--- config.mk ---
export PLATFORM = sky130hd
export DESIGN_NAME = periodic_decimal_timestamp_generator_top_flat
export DESIGN_NICKNAME = d
export VERILOG_FILES = /design/src/hw/rtl/pdtg_pkg.sv /design/src/hw/rtl/pdtg_tick_if.sv /design/src/hw/rtl/pdtg_char_if.sv /design/src/hw/rtl/periodic_decimal_timestamp_generator_top.sv /design/src/flat_wrapper.sv
export SDC_FILE = /design/constraint.sdc
export NUM_CORES = 1
export LEC_CHECK = 0
export ABC_AREA = 1
export BUFFER_PORTS_ARGS = -buffer_cell sky130_fd_sc_hd__buf_2
export CORE_ASPECT_RATIO = 1.4
export CORE_UTILIZATION = 35
export DETAILED_ROUTE_END_ITERATION = 8
export PLACE_DENSITY = 0.56
export REMOVE_ABC_BUFFERS = 1
export SETUP_SLACK_MARGIN = 0.15
export SLEW_MARGIN = 20
export SYNTH_ARGS = -nofsm -noshare
export SYNTH_HDL_FRONTEND = slang
export SYNTH_SLANG_ARGS = --single-unit
--- constraint.sdc ---
create_clock -name clk_i -period 6.5 [get_ports clk_i]
set_input_delay 0.65 -clock clk_i [delete_from_list [all_inputs] [get_ports clk_i]]
set_output_delay 0.65 -clock clk_i [all_outputs]
set_load 0.02 [all_outputs]
--- src/hw/rtl/pdtg_pkg.sv ---
// ----------------------------------------------------------------------------
// Periodic decimal timestamp generator package
// Shared widths, character codes, limits and register indexes.
// ----------------------------------------------------------------------------
package pdtg_pkg;

  localparam int unsigned SecondsWidthDefault = 64;

  localparam int unsigned CfgDataWidth   = 64;
  localparam int unsigned CfgIdxWidth    = 3;
  localparam int unsigned IsecWidth      = 32;
  localparam int unsigned NsWidth        = 30;
  localparam int unsigned FdWidth        = 4;
  localparam int unsigned TickCountWidth = 64;
  localparam int unsigned CharWidth      = 8;

  // decimal conversion unit
  localparam int unsigned BinWidth     = 64;
  localparam int unsigned NumBcdDigits = 20;
  localparam int unsigned BcdWidth     = 4 * NumBcdDigits;
  localparam int unsigned FracDigits   = 9;

  localparam logic [NsWidth-1:0] NsMax  = NsWidth'(999999999);
  localparam logic [NsWidth:0]   NsPerS = (NsWidth + 1)'(1000000000);

  localparam logic [CharWidth-1:0] CharZero    = 8'h30;
  localparam logic [CharWidth-1:0] CharDot     = 8'h2e;
  localparam logic [CharWidth-1:0] CharNewline = 8'h0a;

  typedef enum logic [CfgIdxWidth-1:0] {
    CfgStartSeconds    = 3'd0,
    CfgIntervalSeconds = 3'd1,
    CfgIntervalNs      = 3'd2,
    CfgFractionDigits  = 3'd3,
    CfgKeepZeros       = 3'd4,
    CfgShowTickCount   = 3'd5,
    CfgTickLimit       = 3'd6
  } cfg_idx_e;

endpackage

--- src/hw/rtl/pdtg_tick_if.sv ---
// ----------------------------------------------------------------------------
// Tick request channel
// Valid/ready channel carrying one timer expiry per request.
// ----------------------------------------------------------------------------
interface pdtg_tick_if;

  logic valid;
  logic ready;
  logic tick;

  modport source (output valid, output tick, input ready);
  modport sink   (input valid, input tick, output ready);

endinterface

--- src/hw/rtl/pdtg_char_if.sv ---
// ----------------------------------------------------------------------------
// Character request channel
// Valid/ready channel carrying one ASCII character of a timestamp line.
// ----------------------------------------------------------------------------
interface pdtg_char_if;
  import pdtg_pkg::*;

  logic                 valid;
  logic                 ready;
  logic [CharWidth-1:0] character;
  logic                 last_of_line;
  logic                 final_tick;

  modport source (output valid, output character, output last_of_line,
                  output final_tick, input ready);
  modport sink   (input valid, input character, input last_of_line,
                  input final_tick, output ready);

endinterface

--- src/hw/rtl/periodic_decimal_timestamp_generator_top.sv ---
// ----------------------------------------------------------------------------
// Periodic decimal timestamp generator
// Per tick, streams the advanced time, or the tick count, as an ASCII line.
// ----------------------------------------------------------------------------
//  channel   dir  payload                                  handshake
//  tick_i    in   tick                                     valid/ready
//  char_o    out  character, last_of_line, final_tick     valid/ready
//  cfg       in   cfg_idx_i, cfg_data_i                    cfg_we_i, no stall
//
//  A tick runs bookkeeping (limit check; outside count mode also the
//  nanosecond and seconds adds), 64 shared shift-add-3 steps, the skip of
//  leading zeros and the integer digits, then for a fraction 30 more steps,
//  a trim of dropped trailing zeros, the dot and its digits; the newline
//  ends the line. tick_i.ready is high only while idle; a stalled char_o
//  holds the sequencer. Reset loads all defaults.
// ----------------------------------------------------------------------------
module periodic_decimal_timestamp_generator_top #(
  parameter int unsigned SECONDS_WIDTH = pdtg_pkg::SecondsWidthDefault
) (
  input  logic                             clk_i,
  input  logic                             rst_ni,
  input  logic                             cfg_we_i,
  input  logic [pdtg_pkg::CfgIdxWidth-1:0]  cfg_idx_i,
  input  logic [pdtg_pkg::CfgDataWidth-1:0] cfg_data_i,
  pdtg_tick_if.sink                        tick_i,
  pdtg_char_if.source                      char_o
);
  import pdtg_pkg::*;

  localparam int unsigned CntWidth = $clog2(BinWidth + 1);

  typedef enum logic [3:0] {
    StIdle,
    StCheck,
    StNsAdd,
    StSecAdd,
    StConvI,
    StSkip,
    StEmitI,
    StConvF,
    StTrim,
    StDot,
    StEmitF,
    StNewline
  } state_e;

  state_e state_q;

  // configuration
  logic [IsecWidth-1:0]      isec_q;
  logic [NsWidth-1:0]        ins_q;     // held saturated
  logic [FdWidth-1:0]        fd_q;      // held saturated
  logic                      keep_q;
  logic                      show_q;
  logic [TickCountWidth-1:0] limit_q;

  // running state
  logic [SECONDS_WIDTH-1:0]  sec_q;
  logic [NsWidth-1:0]        ns_q;
  logic [TickCountWidth-1:0] ticks_q;
  logic                      stopped_q;
  logic                      fin_q;
  logic                      carry_q;

  // conversion unit
  logic [BinWidth-1:0] bin_q;
  logic [BcdWidth-1:0] bcd_q;
  logic [CntWidth-1:0] cnt_q;

  // output register
  logic                 ovalid_q;
  logic [CharWidth-1:0] ochar_q;
  logic                 olast_q;
  logic                 ofin_q;

  logic                     accept;
  logic                     slot_free;
  logic [NsWidth:0]         ns_sum_d;
  logic                     carry_d;
  logic [NsWidth-1:0]       ns_d;
  logic [SECONDS_WIDTH-1:0] sec_d;
  logic [BcdWidth-1:0]      bcd_adj;
  logic [BcdWidth-1:0]      bcd_step_d;
  logic [BinWidth-1:0]      bin_step_d;
  logic [FdWidth-1:0]       trim_idx;
  logic [3:0]               trim_digit;
  logic [FdWidth-1:0]       fd_sat_d;

  assign accept    = tick_i.valid && tick_i.ready;
  assign slot_free = !ovalid_q || char_o.ready;

  assign tick_i.ready        = (state_q == StIdle);
  assign char_o.valid        = ovalid_q;
  assign char_o.character    = ochar_q;
  assign char_o.last_of_line = olast_q;
  assign char_o.final_tick   = ofin_q;

  // nanosecond carry
  assign ns_sum_d = {1'b0, ns_q} + {1'b0, ins_q};
  assign carry_d  = ns_sum_d > {1'b0, NsMax};
  assign ns_d     = carry_d ? NsWidth'(ns_sum_d - NsPerS) : ns_sum_d[NsWidth-1:0];

  assign sec_d = sec_q + SECONDS_WIDTH'(isec_q) + SECONDS_WIDTH'(carry_q);

  // one shift-add-3 step over all BCD digits
  always_comb begin
    for (int i = 0; i < NumBcdDigits; i++) begin
      bcd_adj[4*i +: 4] = (bcd_q[4*i +: 4] >= 4'd5) ? bcd_q[4*i +: 4] + 4'd3
                                                       : bcd_q[4*i +: 4];
    end
    bcd_step_d = {bcd_adj[BcdWidth-2:0], bin_q[BinWidth-1]};
    bin_step_d = {bin_q[BinWidth-2:0], 1'b0};
  end

  // digit at fraction position cnt-1, counted from the left of nine
  assign trim_idx   = FdWidth'(FracDigits) - cnt_q[FdWidth-1:0];
  assign trim_digit = bcd_q[4*trim_idx +: 4];

  assign fd_sat_d = (cfg_data_i[FdWidth-1:0] > FdWidth'(FracDigits)) ?
                    FdWidth'(FracDigits) : cfg_data_i[FdWidth-1:0];

  always_ff @(posedge clk_i or negedge rst_ni) begin
    if (!rst_ni) begin
      state_q   <= StIdle;
      isec_q    <= IsecWidth'(1);
      ins_q     <= '0;
      fd_q      <= FdWidth'(FracDigits);
      keep_q    <= 1'b0;
      show_q    <= 1'b0;
      limit_q   <= '0;
      sec_q     <= '0;
      ns_q      <= '0;
      ticks_q   <= '0;
      stopped_q <= 1'b0;
      fin_q     <= 1'b0;
      carry_q   <= 1'b0;
      bin_q     <= '0;
      bcd_q     <= '0;
      cnt_q     <= '0;
      ovalid_q  <= 1'b0;
      ochar_q   <= '0;
      olast_q   <= 1'b0;
      ofin_q    <= 1'b0;
    end else begin
      if (char_o.ready) begin
        ovalid_q <= 1'b0;
      end

      if (cfg_we_i) begin
        case (cfg_idx_i)
          CfgStartSeconds:    sec_q   <= cfg_data_i[SECONDS_WIDTH-1:0];
          CfgIntervalSeconds: isec_q  <= cfg_data_i[IsecWidth-1:0];
          CfgIntervalNs: begin
            ins_q <= (cfg_data_i[NsWidth-1:0] > NsMax) ? NsMax : cfg_data_i[NsWidth-1:0];
          end
          CfgFractionDigits:  fd_q    <= fd_sat_d;
          CfgKeepZeros:       keep_q  <= cfg_data_i[0];
          CfgShowTickCount:   show_q  <= cfg_data_i[0];
          CfgTickLimit:       limit_q <= cfg_data_i[TickCountWidth-1:0];
          default: ;
        endcase
      end

      case (state_q)
        StIdle: begin
          if (accept && tick_i.tick && !stopped_q) begin
            ticks_q <= ticks_q + TickCountWidth'(1);
            state_q <= StCheck;
          end
        end

        StCheck: begin
          fin_q <= (limit_q != '0) && (ticks_q == limit_q);
          if ((limit_q != '0) && (ticks_q == limit_q)) begin
            stopped_q <= 1'b1;
          end
          if (show_q) begin
            bin_q   <= BinWidth'(ticks_q);
            bcd_q   <= '0;
            cnt_q   <= CntWidth'(BinWidth);
            state_q <= StConvI;
          end else begin
            state_q <= StNsAdd;
          end
        end

        StNsAdd: begin
          if (ins_q != '0) begin
            ns_q    <= ns_d;
            carry_q <= carry_d;
          end else begin
            carry_q <= 1'b0;
          end
          state_q <= StSecAdd;
        end

        StSecAdd: begin
          sec_q   <= sec_d;
          bin_q   <= BinWidth'(sec_d);
          bcd_q   <= '0;
          cnt_q   <= CntWidth'(BinWidth);
          state_q <= StConvI;
        end

        StConvI: begin
          bcd_q <= bcd_step_d;
          bin_q <= bin_step_d;
          cnt_q <= cnt_q - CntWidth'(1);
          if (cnt_q == CntWidth'(1)) begin
            cnt_q   <= CntWidth'(NumBcdDigits);
            state_q <= StSkip;
          end
        end

        // drop leading zeros, keeping at least one digit
        StSkip: begin
          if (bcd_q[BcdWidth-1 -: 4] == 4'd0 && cnt_q > CntWidth'(1)) begin
            bcd_q <= {bcd_q[BcdWidth-5:0], 4'd0};
            cnt_q <= cnt_q - CntWidth'(1);
          end else begin
            state_q <= StEmitI;
          end
        end

        StEmitI: begin
          if (slot_free) begin
            ovalid_q <= 1'b1;
            ochar_q  <= CharZero + CharWidth'(bcd_q[BcdWidth-1 -: 4]);
            olast_q  <= 1'b0;
            ofin_q   <= fin_q;
            bcd_q    <= {bcd_q[BcdWidth-5:0], 4'd0};
            cnt_q    <= cnt_q - CntWidth'(1);
            if (cnt_q == CntWidth'(1)) begin
              if (show_q || ins_q == '0) begin
                state_q <= StNewline;
              end else begin
                bin_q   <= {ns_q, {(BinWidth - NsWidth){1'b0}}};
                bcd_q   <= '0;
                cnt_q   <= CntWidth'(NsWidth);
                state_q <= StConvF;
              end
            end
          end
        end

        StConvF: begin
          bcd_q <= bcd_step_d;
          bin_q <= bin_step_d;
          cnt_q <= cnt_q - CntWidth'(1);
          if (cnt_q == CntWidth'(1)) begin
            cnt_q   <= CntWidth'(fd_q);
            state_q <= StTrim;
          end
        end

        StTrim: begin
          if (!keep_q && cnt_q != '0 && trim_digit == 4'd0) begin
            cnt_q <= cnt_q - CntWidth'(1);
          end else if (cnt_q != '0) begin
            state_q <= StDot;
          end else begin
            state_q <= StNewline;
          end
        end

        StDot: begin
          if (slot_free) begin
            ovalid_q <= 1'b1;
            ochar_q  <= CharDot;
            olast_q  <= 1'b0;
            ofin_q   <= fin_q;
            state_q  <= StEmitF;
          end
        end

        // fraction digits sit in the low nine BCD digits
        StEmitF: begin
          if (slot_free) begin
            ovalid_q <= 1'b1;
            ochar_q  <= CharZero + CharWidth'(bcd_q[4*FracDigits-1 -: 4]);
            olast_q  <= 1'b0;
            ofin_q   <= fin_q;
            bcd_q    <= {bcd_q[BcdWidth-5:0], 4'd0};
            cnt_q    <= cnt_q - CntWidth'(1);
            if (cnt_q == CntWidth'(1)) begin
              state_q <= StNewline;
            end
          end
        end

        StNewline: begin
          if (slot_free) begin
            ovalid_q <= 1'b1;
            ochar_q  <= CharNewline;
            olast_q  <= 1'b1;
            ofin_q   <= fin_q;
            state_q  <= StIdle;
          end
        end

        default: state_q <= StIdle;
      endcase
    end
  end

`ifndef SYNTHESIS
  a_last_is_newline: assert property (@(posedge clk_i) disable iff (!rst_ni)
    ovalid_q && olast_q |-> ochar_q == CharNewline)
    else $error("line end without newline");

  a_stop_marks_final: assert property (@(posedge clk_i) disable iff (!rst_ni)
    $rose(stopped_q) |-> fin_q)
    else $error("stopped without final line");

  a_stopped_no_count: assert property (@(posedge clk_i) disable iff (!rst_ni)
    accept && stopped_q |=> $stable(ticks_q) && state_q == StIdle)
    else $error("tick counted after stop");

  a_conv_count_live: assert property (@(posedge clk_i) disable iff (!rst_ni)
    (state_q == StConvI || state_q == StConvF) |-> cnt_q != '0)
    else $error("conversion step count underflow");
`endif

endmodule
--- src/flat_wrapper.sv ---
// flat-port wrapper written by rule: the top's interface ports become plain ports
module periodic_decimal_timestamp_generator_top_flat import pdtg_pkg::*;
#(
  parameter int unsigned SECONDS_WIDTH = pdtg_pkg::SecondsWidthDefault
)
  (clk_i, rst_ni, cfg_we_i, cfg_idx_i, cfg_data_i, tick_i_valid, tick_i_tick, tick_i_ready, char_o_valid, char_o_character, char_o_last_of_line, char_o_final_tick, char_o_ready);
  pdtg_tick_if tick_i_i ();
  pdtg_char_if char_o_i ();
  input  logic clk_i;
  input  logic rst_ni;
  input  logic cfg_we_i;
  input  logic [pdtg_pkg::CfgIdxWidth-1:0] cfg_idx_i;
  input  logic [pdtg_pkg::CfgDataWidth-1:0] cfg_data_i;
  input wire logic [$bits(tick_i_i.valid)-1:0] tick_i_valid;
  input wire logic [$bits(tick_i_i.tick)-1:0] tick_i_tick;
  output wire logic [$bits(tick_i_i.ready)-1:0] tick_i_ready;
  output wire logic [$bits(char_o_i.valid)-1:0] char_o_valid;
  output wire logic [$bits(char_o_i.character)-1:0] char_o_character;
  output wire logic [$bits(char_o_i.last_of_line)-1:0] char_o_last_of_line;
  output wire logic [$bits(char_o_i.final_tick)-1:0] char_o_final_tick;
  input wire logic [$bits(char_o_i.ready)-1:0] char_o_ready;
  assign tick_i_i.valid = tick_i_valid;
  assign tick_i_i.tick = tick_i_tick;
  assign tick_i_ready = tick_i_i.ready;
  assign char_o_valid = char_o_i.valid;
  assign char_o_character = char_o_i.character;
  assign char_o_last_of_line = char_o_i.last_of_line;
  assign char_o_final_tick = char_o_i.final_tick;
  assign char_o_i.ready = char_o_ready;
  periodic_decimal_timestamp_generator_top #(.SECONDS_WIDTH(SECONDS_WIDTH)) u_core (.clk_i(clk_i), .rst_ni(rst_ni), .cfg_we_i(cfg_we_i), .cfg_idx_i(cfg_idx_i), .cfg_data_i(cfg_data_i), .tick_i(tick_i_i), .char_o(char_o_i));
endmodule
* After elaboration in Yosys (flattened, before gate mapping)
Index checks and enable logic that the tools add are counted.
** Word-level totals
- Input port bits :: 73
- Bits in registers :: 459
- Word-level logic and storage cells :: 231
** Operators by class
- Eq/ne operators :: 35
- Reduce and logical (&&, ||, !) cells :: 47
- Shift operators :: 1
- Mux-type cells :: 75
- $add $sub $neg :: 29
- $lt $le $gt $ge :: 24
** Operator list (number)
- 80-bit 2-to-1 mux :: 6
- 80-bit one-hot mux with 6 select lines :: 1
- 64-bit 2-to-1 mux :: 7
- 64-bit one-hot mux with 4 select lines :: 1
- 4-bit 2-to-1 mux :: 32
- 4-bit by 3-bit greater-or-equal comparator with 1-bit output, second input constant :: 20
- 80-bit by 7-bit variable part select with 4-bit output :: 1
- 4-bit by 2-bit adder with 4-bit output, second input constant :: 19
- 64-bit by 1-bit adder with 64-bit output :: 1
- 64-bit by 1-bit adder with 64-bit output, second input constant :: 1
- 64-bit by 32-bit adder with 64-bit output :: 1
- 64-bit equality test :: 1
- 64-bit nonzero test :: 1
- 7-bit 2-to-1 mux :: 9
- 30-bit 2-to-1 mux :: 2
- 7-bit one-hot mux with 8 select lines :: 1
- 4-bit one-hot mux with 12 select lines :: 1
- 8-bit 2-to-1 mux :: 4
- 8-bit one-hot mux with 4 select lines :: 1
- 30-bit by 30-bit adder with 31-bit output :: 1
- 31-bit by 30-bit greater-than comparator with 1-bit output, second input constant :: 1
- 30-bit greater-than comparator, second input constant :: 1
- 30-bit zero test :: 1
- 30-bit nonzero test :: 1
- 39 further kinds :: 96

* Depth between registers and ports, before layout
- Depth in word-level cells :: 6
- Gate-level depth with buffers :: 25
- Gate-level depth less buffers :: 24

* Least setup slack after synthesis
OpenSTA, ideal clock, no wires.
- Path type :: reg-to-reg
- Start point :: register u_core.ns_q[0]
- End point :: register u_core.ns_q[23]
- Period minus slack after synthesis :: 2.817 ns
- Cell stages (with the launch flop) :: 21
- Path buffers :: 1
- Path slack :: 3.683 ns
- Data arrival time :: 2.700 ns
- Cells stage by stage :: dfrtp_1 > ha_1 > fa_1 > nand3_1 > nand3_2 > xnor2_1 > ha_1 > inv_1 > nand3_1 > nand2_1 > nand2_2 > nand2_1 > nand2_1 > nand2_2 > nand2_4 > nand2_8 > buf_6 > nand3_1 > nand2_1 > nand3_1 > nand2_1
** Between the ends
- Cells in the longest elaborated chain, start to end :: 3
- Elaborated cells between the ends (all ways) :: 4
** Ends and longest elaborated chain
- start, declared :: line periodic_decimal_timestamp_generator_top.sv:59 : logic [NsWidth-1:0] ns_q;
- start signal, assigned :: line periodic_decimal_timestamp_generator_top.sv:189 : ns_q <= ns_d;
- 30-bit by 30-bit adder with 31-bit output (*) :: line periodic_decimal_timestamp_generator_top.sv:99 : assign ns_sum_d = {1'b0, ns_q} + {1'b0, ins_q};
- 30-bit subtractor or 31-bit by 30-bit greater-than comparator with 1-bit output (tied branches) :: line periodic_decimal_timestamp_generator_top.sv:101, periodic_decimal_timestamp_generator_top.sv:100
- 30-bit 2-to-1 mux (*) :: line periodic_decimal_timestamp_generator_top.sv:101 : assign ns_d = carry_d ? NsWidth'(ns_sum_d - NsPerS) : ns_sum_d[NsWidth-1:0];
Mark *: on every way between the ends. The rest lies on a longest branch, timed or not.
A chain may end at the register's enable or synchronous reset.

* Worst setup path in the final report
- Start point :: register u_core.ins_q[26]
- End point :: register u_core.ns_q[9]
** Between the ends
- Cells in the longest elaborated chain, start to end :: 3
- Elaborated cells between the ends (all ways) :: 5
** Ends and longest elaborated chain
- start, declared :: line periodic_decimal_timestamp_generator_top.sv:51 : logic [NsWidth-1:0] ins_q;
- start signal, assigned :: line periodic_decimal_timestamp_generator_top.sv:154 : ins_q <= (cfg_data_i[NsWidth-1:0] > NsMax) ? NsMax : cfg_data_i[NsWidth-1:0];
- 30-bit by 30-bit adder with 31-bit output :: line periodic_decimal_timestamp_generator_top.sv:99
- 31-bit by 30-bit greater-than comparator with 1-bit output :: line periodic_decimal_timestamp_generator_top.sv:100 : assign carry_d = ns_sum_d > {1'b0, NsMax};
- 30-bit 2-to-1 mux :: line periodic_decimal_timestamp_generator_top.sv:101
Parallel ways exist; a longest one is shown, timed or not.

==> results by group <==
Outcome
  • Status: finished clean

Place
  • GPL Wtd Cong: 1.01
  • I/O Buffers: 82
  • Post-DP HPWL: between 80,000 and 90,000 um
  • Dpl ws: 2.59 ns

Clocking
  • Cts hold-fix bufs: 0
  • Clock Root Buffer: clkbuf_16
  • Clock-pin transition on the worst setup and hold timing paths: 0.07 ns
  • Setup bufs post-CTS: 0
  • Worst-Skew Late Latency: 0.63 ns
  • PostCTS Resize Cnt: 0
  • CTS max path bufs: 3
  • Num CTS Buffers: 52
  • CTS tree: done
  • Sink Count: approximately 460
  • CTS H-tree depth: 2

Critical path
  • Worst r2r src: u_core.ins_q[26]$_DFFE_PN0P_
  • Crit Path Class: reg -> reg
  • Worst EP arrival: 4.48 ns
  • Reg-to-reg endpoint: u_core.ns_q[9]$_DFFE_PN0P_
  • CP endpoint: u_core.ns_q[9]$_DFFE_PN0P_
  • Path depth of the worst reg2reg path: 16
  • Worst setup path start: u_core.ins_q[26]$_DFFE_PN0P_
  • Max FO, Critical Path: 34
  • Worst R2R Setup Slack: 2.51 ns
  • Startpoint types: flip-flop
  • Crit path capture type: flip-flop
  • Worst endpoint required time: around 7.0 ns

Yosys
  • Distinct cell type count after synthesis: 64
  • Post-Syn Area: a little over 30,000 um2
  • Synth Flop Type: dfrtp_1
  • Post-synth EDFFs: 0
  • Post-synthesis sequential element count: 457
  • Register area share after synthesis: 37.8%
  • Avg Cell Area, Syn: ~7.3 um2
  • Syn Inst Count: 4,153
  • Ys async rst share: 100%
  • Yosys warnings: 0

STA
  • Clock period minus worst slack: 3.99 ns
  • Fmax achieved: around 0.25 GHz
  • RSZ-0062 raised after global routing: no
  • Slew @ Worst Pin: 1.18 ns
  • Crit path setup slack, layout: 2.51 ns
  • Final Cycle Share: approximately three fifths
  • Fin. Hold Viols: 0
  • Worst Clk Skew: 0.0277 ns
  • Setup TNS Final: 0 ns
  • Slew HR: 20.2%
  • Final setup viols: 0
  • Slew Viols, Final: 0

Layout
  • FF+latch area: between 10,000 and 15,000 um2
  • Layout cells sized above 1: 8.80%
  • Final Util: roughly 40%
  • Commonest non-fill, non-tap cell in the layout: nand2_1
  • Nets: ~4,400
  • Multi-input logic area: 16,300 um2
  • Layout area overhead: 10.9%
  • Antenna diodes: 0
  • Most frequent cells in the layout: 972 x nand2_1, 491 x inv_1, 469 x o21ai_0
  • # fillers: 9,025

Die
  • Die H: ~350 um
  • Core Footprint: about 86,000 um2
  • Full die area: 87,700 um2
  • Starting Density: about 35%
  • FP Rows: about 130
  • Die width: 251 um
  • I/O Pins: 85

Global routing
  • Vias in the first global route: 28,500
  • Initial antenna violation count: 1
  • Total GRT Usage: roughly a quarter
  • Total global routing overflow: 0
  • First-pass GRT wire length: around 170,000 um
  • Largest net degree at the start of global routing: 143

Drt
  • Drt initial violations: 2,100
  • Vias: about 29,000
  • DRC viols: 0
  • Final ANT Viol Nets: 0
  • Wire per inst: 20.7 um
  • Drt pass-1 iters: 6
  • Post-Route WL: between 100,000 and 150,000 um
  • Via/cell ratio: 5.38

Hold path
  • Hold Crit Class: in -> async

Power
  • Peak supply drop: 457 uV
  • P_leak: 15.5 nW
  • Pwr per Cell Area: 450 nW/um2

Job
  • Max_cap viols: 0
==> worst max-delay path, cell delays in order (launching register included) <==
cell and delay (ns):
dfrtp_1 0.47, ha_1 0.41, nand2_1 0.19, nor3_1 0.40, nand2_1 0.15, nor2_1 0.24, nor2_1 0.08, nand3_1 0.08
nand2_1 0.09, nor2_1 0.13, nand2_1 0.07, nor2_1 0.15, nand3_2 0.59, nand2_2 0.54, nand2_1 0.09, nand3_1 0.09
nand2_1 0.08
==> synthesized netlist by cell type (32+ instances only) <==
cell | n | area, um2
nand4_1 | 65 | 407
o22ai_1 | 57 | 357
nand2_1 | 975 | 3660
nor4_1 | 56 | 350
a21oi_1 | 186 | 931
nor2_1 | 326 | 1220
nor3_1 | 72 | 360
inv_2 | 32 | 120
dfrtp_1 | 454 | 11400
ha_1 | 107 | 1340
o21ai_0 | 469 | 2350
xnor2_1 | 32 | 280
inv_1 | 493 | 1850
a22oi_1 | 47 | 353
xor2_1 | 112 | 981
nand3_1 | 221 | 1110
clkbuf_1 | 104 | 390
==> worst min-delay path by stage <==
stage	from	to	slack, ns	depth (start not counted)
after CTS	rst_ni	u_core.bcd_q[47]$_DFFE_PN0P_	0.05	1
final	rst_ni	u_core.bcd_q[43]$_DFFE_PN0P_	0.01	1
after floorplan	rst_ni	u_core.bcd_q[0]$_DFFE_PN0P_	0.35	0
after global routing	rst_ni	u_core.bcd_q[47]$_DFFE_PN0P_	0.07	1
after detailed placement	u_core.stopped_q$_DFFE_PN0P_	u_core.stopped_q$_DFFE_PN0P_	0.45	2
after global placement	u_core.stopped_q$_DFFE_PN0P_	u_core.stopped_q$_DFFE_PN0P_	0.45	2
==> per-layer routing <==
metal | GRT usage, % | routed length [um] | up-vias | share of wire, %
met4 | 16.1 | 7690 | 0 | 7.0
met1 | 28.1 | 42800 | 13600 | 39
met5 | 0 | 0 | - | 0
met2 | 44.8 | 54800 | 796 | 50
met3 | 2.95 | 4790 | 278 | 4.4
li1 | - | - | 13900 | -
==> registers in the layout, summed over array words and instances, names as in the netlist <==
register                    flops
u_core.limit_q                 64
u_core.bin_q                   64
u_core.fd_q                     4
u_core.keep_q                   1
u_core.char_o.valid             1
u_core.char_o.last_of_line      1
u_core.stopped_q                1
u_core.carry_q                  1
u_core.state_q                  4
u_core.fin_q                    1
u_core.bcd_q                   80
u_core.char_o.final_tick        1
u_core.ins_q                   30
u_core.cnt_q                    7
u_core.ticks_q                 64
u_core.isec_q                  32
u_core.show_q                   1
u_core.ns_q                    30
u_core.sec_q                   64
u_core.char_o.character         6
==> metrics by stage <==
step | instances | area [um2] | power, W | hold WS [ns]
finish | 5311 | 33600 | 0.0151 | 0.0123
global route | 5311 | 33600 | 0.0162 | 0.0696
CTS | 5311 | 33600 | 0.0151 | 0.0518
detailed placement | 5214 | 31700 | 0.0119 | 0.449
global placement | 5214 | 31700 | 0.0119 | 0.446
floorplan | 4015 | 29700 | 0.00915 | 0.354
==> final cells by class <==
| type | count | share of cell area, % |
|---|---|---|
| Sequential cell | 457 | 34.1 |
| Clock inverter | 27 | 1.03 |
| Tap cell | 1096 | 4.09 |
| Inverter | 531 | 5.94 |
| Clock buffer | 70 | 4.41 |
| Timing Repair Buffer | 103 | 1.87 |
| Multi-Input combinational cell | 3027 | 48.6 |
==> where the power goes <==
group | internal [W] | switching, W | total (W)
Clock | 0.00188 | 0.00131 | 0.00319
Sequential | 0.00356 | 0.000684 | 0.00424
Combinational | 0.00223 | 0.00543 | 0.00767
==> kinds of logic (layout without fill, tap and decap cells) <==
kind of cell	after synthesis	after routing	share of synthesized area, %
muxes	32	32	1.19
DFF	457	457	37.8
other	1	2	0.0124
AOI/OAI and AO/OA	897	897	16.6
buffers and inverters	670	731	8.53
xor gates and xnor gates	144	144	4.17
and+or+nand+nor	1842	1842	27.1
adders and majority gates	110	110	4.62
No activity file was read; power rests on OpenSTA's default activity.
